### config.mk
export PLATFORM = sky130hd
export DESIGN_NAME = first_fit_hole_allocator
export DESIGN_NICKNAME = d
export VERILOG_FILES = /design/src/hw/rtl/ffha_pkg.sv /design/src/hw/rtl/ffha_alu.sv /design/src/hw/rtl/ffha_table.sv /design/src/hw/rtl/ffha_ctrl.sv /design/src/hw/rtl/first_fit_hole_allocator.sv
export SDC_FILE = /design/constraint.sdc
export NUM_CORES = 2
export LEC_CHECK = 0
export ABC_AREA = 1
export BUFFER_PORTS_ARGS = -buffer_cell sky130_fd_sc_hd__buf_2
export CAP_MARGIN = 5
export CORE_ASPECT_RATIO = 0.6
export CORE_UTILIZATION = 35
export CTS_BUF_LIST = sky130_fd_sc_hd__clkbuf_16
export DETAILED_ROUTE_END_ITERATION = 8
export SLEW_MARGIN = 20
export SYNTH_ARGS = -nofsm -noshare
export SYNTH_HDL_FRONTEND = slang
export SYNTH_SLANG_ARGS = --single-unit
### constraint.sdc
create_clock -name clk -period 9 [get_ports clk]
set_clock_uncertainty 0.05 [all_clocks]
set_input_delay 0.9 -clock clk [delete_from_list [all_inputs] [get_ports clk]]
set_output_delay 0.9 -clock clk [all_outputs]
set_load 0.03 [all_outputs]
### src/hw/rtl/ffha_pkg.sv
package ffha_pkg;

  localparam int HOLES      = 64;
  localparam int SLOT_BITS  = $clog2(HOLES);
  localparam int LINK_BITS  = $clog2(HOLES + 1);
  localparam int CLICK_BITS = 24;

  typedef logic [SLOT_BITS-1:0]  slot_t;
  typedef logic [LINK_BITS-1:0]  link_t;
  typedef logic [CLICK_BITS-1:0] click_t;
  typedef logic [CLICK_BITS:0]   wide_t;

  localparam link_t NIL_SLOT = link_t'(HOLES);

  localparam logic [1:0] CMD_ALLOC = 2'd0;
  localparam logic [1:0] CMD_FREE  = 2'd1;
  localparam logic [1:0] CMD_INIT  = 2'd2;
  localparam logic [1:0] CMD_NOP   = 2'd3;

  localparam logic [1:0] ST_OK    = 2'd0;
  localparam logic [1:0] ST_NOMEM = 2'd1;
  localparam logic [1:0] ST_FULL  = 2'd2;
  localparam logic [1:0] ST_ZERO  = 2'd3;

  localparam logic CFG_INIT_BASE   = 1'b0;
  localparam logic CFG_INIT_LENGTH = 1'b1;

  localparam logic ALU_ADD = 1'b0;
  localparam logic ALU_SUB = 1'b1;

  typedef struct packed {
    slot_t  raddr;
    slot_t  waddr;
    logic   we_start;
    logic   we_size;
    logic   we_link;
    click_t wstart;
    click_t wsize;
    link_t  wlink;
    logic   clr;
  } tbl_req_t;

  typedef struct packed {
    logic [1:0] status;
    click_t     granted_base;
  } result_t;

endpackage

### src/hw/rtl/ffha_alu.sv
module ffha_alu import ffha_pkg::*; (
  input  logic   op,
  input  click_t a,
  input  click_t b,
  output wide_t  res
);

  // res[CLICK_BITS] is the carry on add, the borrow on subtract
  assign res = (op == ALU_SUB) ? ({1'b0, a} - {1'b0, b}) : ({1'b0, a} + {1'b0, b});

endmodule

### src/hw/rtl/ffha_table.sv
module ffha_table import ffha_pkg::*; (
  input  logic     clk,
  input  logic     rst_n,
  input  tbl_req_t req,
  output click_t   rd_start,
  output click_t   rd_size,
  output link_t    rd_link
);

  click_t            start_mem [HOLES];
  click_t            size_mem  [HOLES];
  link_t             link_mem  [HOLES];
  logic [HOLES-1:0]  vld_r;

  always_ff @(posedge clk) begin
    if (req.we_start) begin
      start_mem[req.waddr] <= req.wstart;
    end
    if (req.we_size) begin
      size_mem[req.waddr] <= req.wsize;
    end
    if (req.we_link) begin
      link_mem[req.waddr] <= req.wlink;
    end
    rd_start <= start_mem[req.raddr];
    rd_size  <= size_mem[req.raddr];
    // unwritten link reads as the reset chain: slot i points at i+1
    rd_link  <= vld_r[req.raddr] ? link_mem[req.raddr]
                                 : link_t'(req.raddr) + link_t'(1);
  end

  always_ff @(posedge clk) begin
    if (!rst_n || req.clr) begin
      vld_r <= '0;
    end else if (req.we_link) begin
      vld_r[req.waddr] <= 1'b1;
    end
  end

endmodule

### src/hw/rtl/ffha_ctrl.sv
module ffha_ctrl import ffha_pkg::*; (
  input  logic       clk,
  input  logic       rst_n,
  input  logic       in_valid,
  output logic       in_ready,
  input  logic [1:0] cmd,
  input  click_t     block_base,
  input  click_t     size_clicks,
  input  click_t     init_base,
  input  click_t     init_length,
  output logic       res_valid,
  input  logic       res_ready,
  output result_t    res
);

  localparam logic [3:0] S_IDLE   = 4'd0;
  localparam logic [3:0] S_A_CHK  = 4'd1;
  localparam logic [3:0] S_A_HIT  = 4'd2;
  localparam logic [3:0] S_A_UNL  = 4'd3;
  localparam logic [3:0] S_F_POP  = 4'd4;
  localparam logic [3:0] S_F_POP2 = 4'd5;
  localparam logic [3:0] S_F_WALK = 4'd6;
  localparam logic [3:0] S_F_P1   = 4'd7;
  localparam logic [3:0] S_F_P2   = 4'd8;
  localparam logic [3:0] S_F_S1   = 4'd9;
  localparam logic [3:0] S_F_S2   = 4'd10;
  localparam logic [3:0] S_F_W1   = 4'd11;
  localparam logic [3:0] S_F_W2   = 4'd12;
  localparam logic [3:0] S_F_W3   = 4'd13;
  localparam logic [3:0] S_DONE   = 4'd14;

  logic [3:0] state_r, state_nxt;
  link_t      head_r, head_nxt;
  link_t      spare_r, spare_nxt;
  link_t      cur_r, cur_nxt;
  link_t      prev_r, prev_nxt;
  link_t      lk_r, lk_nxt;
  slot_t      n_r, n_nxt;
  click_t     base_r, base_nxt;
  click_t     size_r, size_nxt;
  click_t     pst_r, pst_nxt;
  click_t     psz_r, psz_nxt;
  click_t     cst_r, cst_nxt;
  click_t     csz_r, csz_nxt;
  click_t     mst_r, mst_nxt;
  click_t     msz_r, msz_nxt;
  click_t     diff_r, diff_nxt;
  logic       adj_r, adj_nxt;
  logic       pm_r, pm_nxt;
  logic       sm_r, sm_nxt;
  logic [1:0] status_r, status_nxt;
  click_t     granted_r, granted_nxt;

  tbl_req_t   treq;
  click_t     rd_start, rd_size;
  link_t      rd_link;
  logic       alu_op;
  click_t     alu_a, alu_b;
  wide_t      alu_res;

  ffha_table u_table (
    .clk      (clk),
    .rst_n    (rst_n),
    .req      (treq),
    .rd_start (rd_start),
    .rd_size  (rd_size),
    .rd_link  (rd_link)
  );

  ffha_alu u_alu (
    .op  (alu_op),
    .a   (alu_a),
    .b   (alu_b),
    .res (alu_res)
  );

  assign in_ready   = (state_r == S_IDLE);
  assign res_valid  = (state_r == S_DONE);
  assign res.status = status_r;
  assign res.granted_base = granted_r;

  always_comb begin
    state_nxt   = state_r;
    head_nxt    = head_r;
    spare_nxt   = spare_r;
    cur_nxt     = cur_r;
    prev_nxt    = prev_r;
    lk_nxt      = lk_r;
    n_nxt       = n_r;
    base_nxt    = base_r;
    size_nxt    = size_r;
    pst_nxt     = pst_r;
    psz_nxt     = psz_r;
    cst_nxt     = cst_r;
    csz_nxt     = csz_r;
    mst_nxt     = mst_r;
    msz_nxt     = msz_r;
    diff_nxt    = diff_r;
    adj_nxt     = adj_r;
    pm_nxt      = pm_r;
    sm_nxt      = sm_r;
    status_nxt  = status_r;
    granted_nxt = granted_r;
    alu_op      = ALU_ADD;
    alu_a       = '0;
    alu_b       = '0;
    treq        = '0;
    treq.raddr  = cur_r[SLOT_BITS-1:0];
    treq.waddr  = cur_r[SLOT_BITS-1:0];

    unique case (state_r)
      S_IDLE: begin
        treq.raddr = head_r[SLOT_BITS-1:0];
        if (in_valid) begin
          status_nxt  = ST_OK;
          granted_nxt = '0;
          base_nxt    = block_base;
          size_nxt    = size_clicks;
          prev_nxt    = NIL_SLOT;
          unique case (cmd)
            CMD_ALLOC: begin
              cur_nxt = head_r;
              if (head_r == NIL_SLOT) begin
                status_nxt = ST_NOMEM;
                state_nxt  = S_DONE;
              end else begin
                state_nxt = S_A_CHK;
              end
            end
            CMD_FREE: begin
              if (size_clicks == '0) begin
                status_nxt = ST_ZERO;
                state_nxt  = S_DONE;
              end else if (spare_r == NIL_SLOT) begin
                status_nxt = ST_FULL;
                state_nxt  = S_DONE;
              end else begin
                state_nxt = S_F_POP;
              end
            end
            CMD_INIT: begin
              treq.clr  = 1'b1;
              head_nxt  = NIL_SLOT;
              spare_nxt = '0;
              base_nxt  = init_base;
              size_nxt  = init_length;
              state_nxt = (init_length == '0) ? S_DONE : S_F_POP;
            end
            default: begin
              state_nxt = S_DONE;
            end
          endcase
        end
      end

      S_A_CHK: begin
        alu_op = ALU_SUB;
        alu_a  = rd_size;
        alu_b  = size_r;
        treq.raddr = rd_link[SLOT_BITS-1:0];
        if (!alu_res[CLICK_BITS]) begin
          granted_nxt = rd_start;
          mst_nxt     = rd_start;
          diff_nxt    = alu_res[CLICK_BITS-1:0];
          lk_nxt      = rd_link;
          state_nxt   = S_A_HIT;
        end else begin
          prev_nxt = cur_r;
          cur_nxt  = rd_link;
          if (rd_link == NIL_SLOT) begin
            status_nxt = ST_NOMEM;
            state_nxt  = S_DONE;
          end
        end
      end

      S_A_HIT: begin
        alu_a         = mst_r;
        alu_b         = size_r;
        treq.we_start = 1'b1;
        treq.we_size  = 1'b1;
        treq.wstart   = alu_res[CLICK_BITS-1:0];
        treq.wsize    = diff_r;
        state_nxt     = S_DONE;
        if (diff_r == '0) begin
          treq.we_link = 1'b1;
          treq.wlink   = spare_r;
          spare_nxt    = cur_r;
          if (prev_r == NIL_SLOT) begin
            head_nxt = lk_r;
          end else begin
            state_nxt = S_A_UNL;
          end
        end
      end

      S_A_UNL: begin
        treq.waddr   = prev_r[SLOT_BITS-1:0];
        treq.we_link = 1'b1;
        treq.wlink   = lk_r;
        state_nxt    = S_DONE;
      end

      S_F_POP: begin
        treq.raddr = spare_r[SLOT_BITS-1:0];
        n_nxt      = spare_r[SLOT_BITS-1:0];
        state_nxt  = S_F_POP2;
      end

      S_F_POP2: begin
        spare_nxt     = rd_link;
        treq.waddr    = n_r;
        treq.we_start = 1'b1;
        treq.we_size  = 1'b1;
        treq.wstart   = base_r;
        treq.wsize    = size_r;
        treq.raddr    = head_r[SLOT_BITS-1:0];
        cur_nxt       = head_r;
        state_nxt     = (head_r == NIL_SLOT) ? S_F_P1 : S_F_WALK;
      end

      S_F_WALK: begin
        alu_op = ALU_SUB;
        alu_a  = rd_start;
        alu_b  = base_r;
        treq.raddr = rd_link[SLOT_BITS-1:0];
        if (alu_res[CLICK_BITS]) begin
          prev_nxt = cur_r;
          pst_nxt  = rd_start;
          psz_nxt  = rd_size;
          cur_nxt  = rd_link;
          if (rd_link == NIL_SLOT) begin
            state_nxt = S_F_P1;
          end
        end else begin
          cst_nxt   = rd_start;
          csz_nxt   = rd_size;
          lk_nxt    = rd_link;
          state_nxt = S_F_P1;
        end
      end

      S_F_P1: begin
        alu_a = pst_r;
        alu_b = psz_r;
        if (prev_r == NIL_SLOT) begin
          pm_nxt    = 1'b0;
          mst_nxt   = base_r;
          msz_nxt   = size_r;
          state_nxt = S_F_S1;
        end else begin
          adj_nxt   = (alu_res == {1'b0, base_r});
          state_nxt = S_F_P2;
        end
      end

      S_F_P2: begin
        alu_a  = psz_r;
        alu_b  = size_r;
        pm_nxt = adj_r && !alu_res[CLICK_BITS];
        if (adj_r && !alu_res[CLICK_BITS]) begin
          mst_nxt = pst_r;
          msz_nxt = alu_res[CLICK_BITS-1:0];
        end else begin
          mst_nxt = base_r;
          msz_nxt = size_r;
        end
        state_nxt = S_F_S1;
      end

      S_F_S1: begin
        alu_a = mst_r;
        alu_b = msz_r;
        if (cur_r == NIL_SLOT) begin
          sm_nxt    = 1'b0;
          state_nxt = S_F_W1;
        end else begin
          adj_nxt   = (alu_res == {1'b0, cst_r});
          state_nxt = S_F_S2;
        end
      end

      S_F_S2: begin
        alu_a  = msz_r;
        alu_b  = csz_r;
        sm_nxt = adj_r && !alu_res[CLICK_BITS];
        if (adj_r && !alu_res[CLICK_BITS]) begin
          msz_nxt = alu_res[CLICK_BITS-1:0];
        end
        state_nxt = S_F_W1;
      end

      S_F_W1: begin
        treq.waddr   = pm_r ? prev_r[SLOT_BITS-1:0] : n_r;
        treq.we_size = 1'b1;
        treq.wsize   = msz_r;
        treq.we_link = 1'b1;
        treq.wlink   = sm_r ? lk_r : cur_r;
        state_nxt    = S_F_W2;
      end

      S_F_W2: begin
        if (pm_r) begin
          treq.waddr   = n_r;
          treq.we_link = 1'b1;
          treq.wlink   = spare_r;
          spare_nxt    = link_t'(n_r);
        end else if (prev_r == NIL_SLOT) begin
          head_nxt = link_t'(n_r);
        end else begin
          treq.waddr   = prev_r[SLOT_BITS-1:0];
          treq.we_link = 1'b1;
          treq.wlink   = link_t'(n_r);
        end
        state_nxt = sm_r ? S_F_W3 : S_DONE;
      end

      S_F_W3: begin
        treq.we_link = 1'b1;
        treq.wlink   = spare_r;
        spare_nxt    = cur_r;
        state_nxt    = S_DONE;
      end

      S_DONE: begin
        if (res_ready) begin
          state_nxt = S_IDLE;
        end
      end

      default: begin
        state_nxt = S_IDLE;
      end
    endcase
  end

  always_ff @(posedge clk) begin
    if (!rst_n) begin
      state_r <= S_IDLE;
      head_r  <= NIL_SLOT;
      spare_r <= '0;
    end else begin
      state_r <= state_nxt;
      head_r  <= head_nxt;
      spare_r <= spare_nxt;
    end
  end

  always_ff @(posedge clk) begin
    cur_r     <= cur_nxt;
    prev_r    <= prev_nxt;
    lk_r      <= lk_nxt;
    n_r       <= n_nxt;
    base_r    <= base_nxt;
    size_r    <= size_nxt;
    pst_r     <= pst_nxt;
    psz_r     <= psz_nxt;
    cst_r     <= cst_nxt;
    csz_r     <= csz_nxt;
    mst_r     <= mst_nxt;
    msz_r     <= msz_nxt;
    diff_r    <= diff_nxt;
    adj_r     <= adj_nxt;
    pm_r      <= pm_nxt;
    sm_r      <= sm_nxt;
    status_r  <= status_nxt;
    granted_r <= granted_nxt;
  end

endmodule

### src/hw/rtl/first_fit_hole_allocator.sv
// Allocate and free walk the hole list one hole at a time between input transfer
// and out_tvalid. Throughput: one item at a time; in_tready rises as the result
// loads into the output register. A finished result may wait in the output register
// while the next item is processed.
// Reset: synchronous active-low; list empty, spare chain over all slots via per-slot
// link valid bits, config registers zero. No clearing pass.
module first_fit_hole_allocator import ffha_pkg::*; (
  input  logic        clk,
  input  logic        rst_n,
  input  logic        in_tvalid,
  output logic        in_tready,
  input  logic [55:0] in_tdata,   // cmd[1:0], block_base[25:2], size_clicks[49:26]
  output logic        out_tvalid,
  input  logic        out_tready,
  output logic [31:0] out_tdata,  // status[1:0], granted_base[25:2]
  input  logic        cfg_valid,
  output logic        cfg_ready,
  input  logic        cfg_index,
  input  logic [23:0] cfg_data
);

  click_t  init_base_r, init_length_r;
  logic    res_valid, res_ready;
  result_t res;
  logic    out_valid_r;
  result_t out_r;

  assign cfg_ready = 1'b1;

  always_ff @(posedge clk) begin
    if (!rst_n) begin
      init_base_r   <= '0;
      init_length_r <= '0;
    end else if (cfg_valid) begin
      unique case (cfg_index)
        CFG_INIT_BASE:   init_base_r   <= cfg_data;
        CFG_INIT_LENGTH: init_length_r <= cfg_data;
        default: ;
      endcase
    end
  end

  ffha_ctrl u_ctrl (
    .clk         (clk),
    .rst_n       (rst_n),
    .in_valid    (in_tvalid),
    .in_ready    (in_tready),
    .cmd         (in_tdata[1:0]),
    .block_base  (in_tdata[25:2]),
    .size_clicks (in_tdata[49:26]),
    .init_base   (init_base_r),
    .init_length (init_length_r),
    .res_valid   (res_valid),
    .res_ready   (res_ready),
    .res         (res)
  );

  assign res_ready = !out_valid_r || out_tready;

  always_ff @(posedge clk) begin
    if (!rst_n) begin
      out_valid_r <= 1'b0;
    end else if (res_ready) begin
      out_valid_r <= res_valid;
    end
  end

  always_ff @(posedge clk) begin
    if (res_valid && res_ready) begin
      out_r <= res;
    end
  end

  assign out_tvalid = out_valid_r;
  assign out_tdata  = {6'b0, out_r.granted_base, out_r.status};

  a_busy_after_accept: assert property (@(posedge clk) disable iff (!rst_n)
    in_tvalid && in_tready |=> !in_tready)
    else $error("accepted a second item while busy");

  a_result_while_busy: assert property (@(posedge clk) disable iff (!rst_n)
    res_valid |-> !in_tready)
    else $error("result raised while idle");

  a_base_only_on_ok: assert property (@(posedge clk) disable iff (!rst_n)
    res_valid && (res.status != ST_OK) |-> (res.granted_base == '0))
    else $error("granted base set on a failed request");

  a_load_when_free: assert property (@(posedge clk) disable iff (!rst_n)
    res_valid && res_ready |=> out_tvalid)
    else $error("result transfer lost");

endmodule
==> metrics.md <==
| Metric | Value |
|---|---|
| Outcome | `finished clean` |
| Hold Fails Final Rpt | `0` |
| Clock tree buffer depth | `4` |
| Number of synthesized flops with an enable pin | `3818` |
| Synth Area in XOR/XNOR | `0.002829` |
| Number of distinct library cells after synthesis | `65` |
| CTS sink cnt | `4004` |
| Setup TNS | `0 ns` |
| DP HPWL | `334000 um` |
| Row cnt | `195` |
| Clock transition at path regs | `0.07 ns` |
| CTS resizes | `0` |
| Die area | `0.4793 mm^2` |
| RSZ-0062 raised after global routing | `no` |
| Port Buffer Count | `107` |
| Die W | `893.1 um` |
| Post-synth ARST share | `0` |
| Final slew viol count | `0` |
| Top cells by area, synth | `edfxtp_1 69%, nand2_1 6.9%, nand3_1 5.9%, nor2_1 3.0%, o21ai_0 2.5%` |
| Die Y | `536.7 um` |
| Register area share after synthesis | `0.7098` |
| Required time of the critical path | `9.72 ns` |
| Post-synthesis compound-gate area fraction | `0.07089` |
| Largest fanout on the critical path | `25` |
| Post-layout minimum cycle time | `7.404 ns` |
| Worst-margin pin slew | `1.193 ns` |
| Pre-CTS setup slack | `1.990 ns` |
| GRT overflow | `0` |
| Main flop type after synthesis | `edfxtp_1` |
| Post-Syn Area | `0.1668 mm^2` |
| Final RePlAce weighted congestion | `0.9301` |
| Nets | `14520` |
| Clk_lat worst skew | `0.99 ns` |
| Most frequent CP cell | `nand2_1` |
| Largest family of logic cells by synthesized area | `simple AND/OR/NAND/NOR gates` |
| CP Class | `reg2reg` |
| Period utilization | `0.8227` |
| First-pass GRT wire length | `774000 um` |
| Pre-antenna DRT Iters | `7` |
| DR iter-0 viols | `18540` |
| Hold_buf cts | `0` |
| R2R setup slack | `1.60 ns` |
| Synth Area in Simple Gates | `0.1704` |
| Synth Area in Adders | `0.002371` |
| Vias in the first global route | `102200` |
| Hold Crit Class | `in2reg` |
| Layout Area Growth over Synthesis | `12.49%` |
| Yosys top cell area share | `0.6875` |
| CTS buffer count | `357` |
| CTS tree | `done` |
| # DRC | `0` |
| Routed WL | `549300 um` |
| CORE AREA | `0.4724 mm^2` |
| DR vias | `114800` |
| Synthesized flop and latch total | `4004` |
| CP max stage delay | `0.70 ns` |
| Warnings, synthesis | `0` |
| CP arrival | `8.13 ns` |
| Peak Freq | `135.1 MHz` |
| Root buffer cell | `clkbuf_16` |
| Ports | `121` |
| Slowest cell on the critical path | `nor2_4` |
| Syn_area_per_cell | `11.49 um^2` |
| Gr usage total | `0.2206` |
| Mapped Cells | `14510` |
| Startpoint types | `flop` |
| Most frequent cells in the layout | `3818 x edfxtp_1, 3045 x nand2_1, 1958 x nand3_1` |
| H-Tree Level Count | `5` |
| Post-CTS setup buffer count | `0` |
| Commonest non-fill, non-tap cell in the layout | `edfxtp_1` |
| Nature of the critical path endpoint | `flop` |
| Max cap viols | `0` |
| Initial Utilization | `0.3530` |
| Antenna violations before repair | `44` |
| Mux share of post-synthesis cell area | `0` |
| Via density | `5.464` |
| Share of cells above drive strength 1 | `0.08266` |
| Slew HR | `0.2016` |
| Largest net degree at the start of global routing | `180` |
| Area leader, netlist | `edfxtp_1` |
| Final hold slack | `0.1464 ns` |
| ANT nets after route | `0` |
| Endpoints failing setup | `0` |
| Final Worst Setup Slack | `1.596 ns` |
| Wire per inst | `26.14 um` |
-- worst max-delay path: cells and delay by family, from the launching register on --
family	cells	cell delay (ns)
and+or+nand+nor	20	4.71
AOI/OAI and AO/OA	2	0.80
adders and majority gates	2	0.61
DFF	1	0.50
buffers and inverters	3	0.45
xor gates and xnor gates	1	0.09
-- sequential cells by signal, indices dropped and copies added (netlist names), 26 cells and up --
signal / cells
out_tdata: 26
u_ctrl.u_table.size_mem: 1536
u_ctrl.u_table.vld_r: 64
u_ctrl.u_table.link_mem: 448
u_ctrl.u_table.start_mem: 1536
-- Yosys cell counts (9+ instances only) --
| library cell | n |
|---|---|
| inv_2 | 12 |
| o221ai_1 | 82 |
| nand4_1 | 37 |
| nor4_1 | 19 |
| inv_1 | 832 |
| nand2_2 | 10 |
| buf_1 | 106 |
| nand2_1 | 3047 |
| nor3_1 | 20 |
| a211oi_1 | 15 |
| o211ai_1 | 338 |
| nor2_2 | 10 |
| ha_1 | 30 |
| nand3_1 | 1958 |
| o21ai_1 | 273 |
| nor2_1 | 1340 |
| o21ai_0 | 822 |
| xor2_1 | 33 |
| dfxtp_1 | 186 |
| clkbuf_1 | 438 |
| xnor2_1 | 13 |
| a221oi_1 | 16 |
| buf_4 | 40 |
| o21bai_1 | 113 |
| o22ai_1 | 84 |
| edfxtp_1 | 3818 |
| a21oi_1 | 222 |
| o2111ai_1 | 14 |
| or2_2 | 9 |
| buf_2 | 331 |
| nand3b_1 | 181 |
-- kinds of logic (layout without fill, tap and decap cells) --
group | count (synthesis) | after routing
adder cells (fa/ha/maj) | 31 | 31
other | 2 | 32
buffers and inverters | 1772 | 1945
AND/OR/NAND/NOR | 6646 | 6646
XOR/XNOR | 49 | 49
flip-flops | 4004 | 4004
AO/OA/AOI/OAI | 2005 | 2005
-- routing by layer --
metal	wire [um]	vias up	GRT usage
met5	244	-	0.007813
met4	12520	28	0.04655
met3	80570	718	0.07969
met2	211400	6712	0.2860
met1	244600	56340	0.3459
li1	-	51030	-
-- through the flow --
| step | util | instances | cell area [um^2] |
|---|---|---|---|
| detailed placement | 0.3725 | 20350 | 176000 |
| global route | 0.3971 | 21000 | 187600 |
| finish | 0.3971 | 21020 | 187600 |
| floorplan | - | 14510 | 166800 |
| global placement | 0.3724 | 20340 | 175900 |
| CTS | 0.3969 | 20990 | 187500 |
-- final cells by class --
cell class,count,area [um^2]
diodes,25,62.56
clock buffers,366,9159
clock inverters,275,2340
fillers,44720,284800
inverters,849,3204
multi-input cells,8738,42710
flip-flops and latches,4004,118400
well taps,6304,7888
repair buffers,455,3851
-- worst paths after layout --
check / from / endpoint / cells past startpoint
worst min register to register: u_ctrl.granted_r[3] / out_tdata[5] / 0
worst min-delay path: cfg_data[14] / init_base_r[14] / 3
worst max-delay path: u_ctrl.state_r[0] / u_ctrl.msz_r[3] / 28
worst max register to register: u_ctrl.state_r[0] / u_ctrl.msz_r[3] / 28
Power is left out: the tool's default activity adds up to more than one toggle a clock period on the data nets, which glitch-free logic cannot reach.
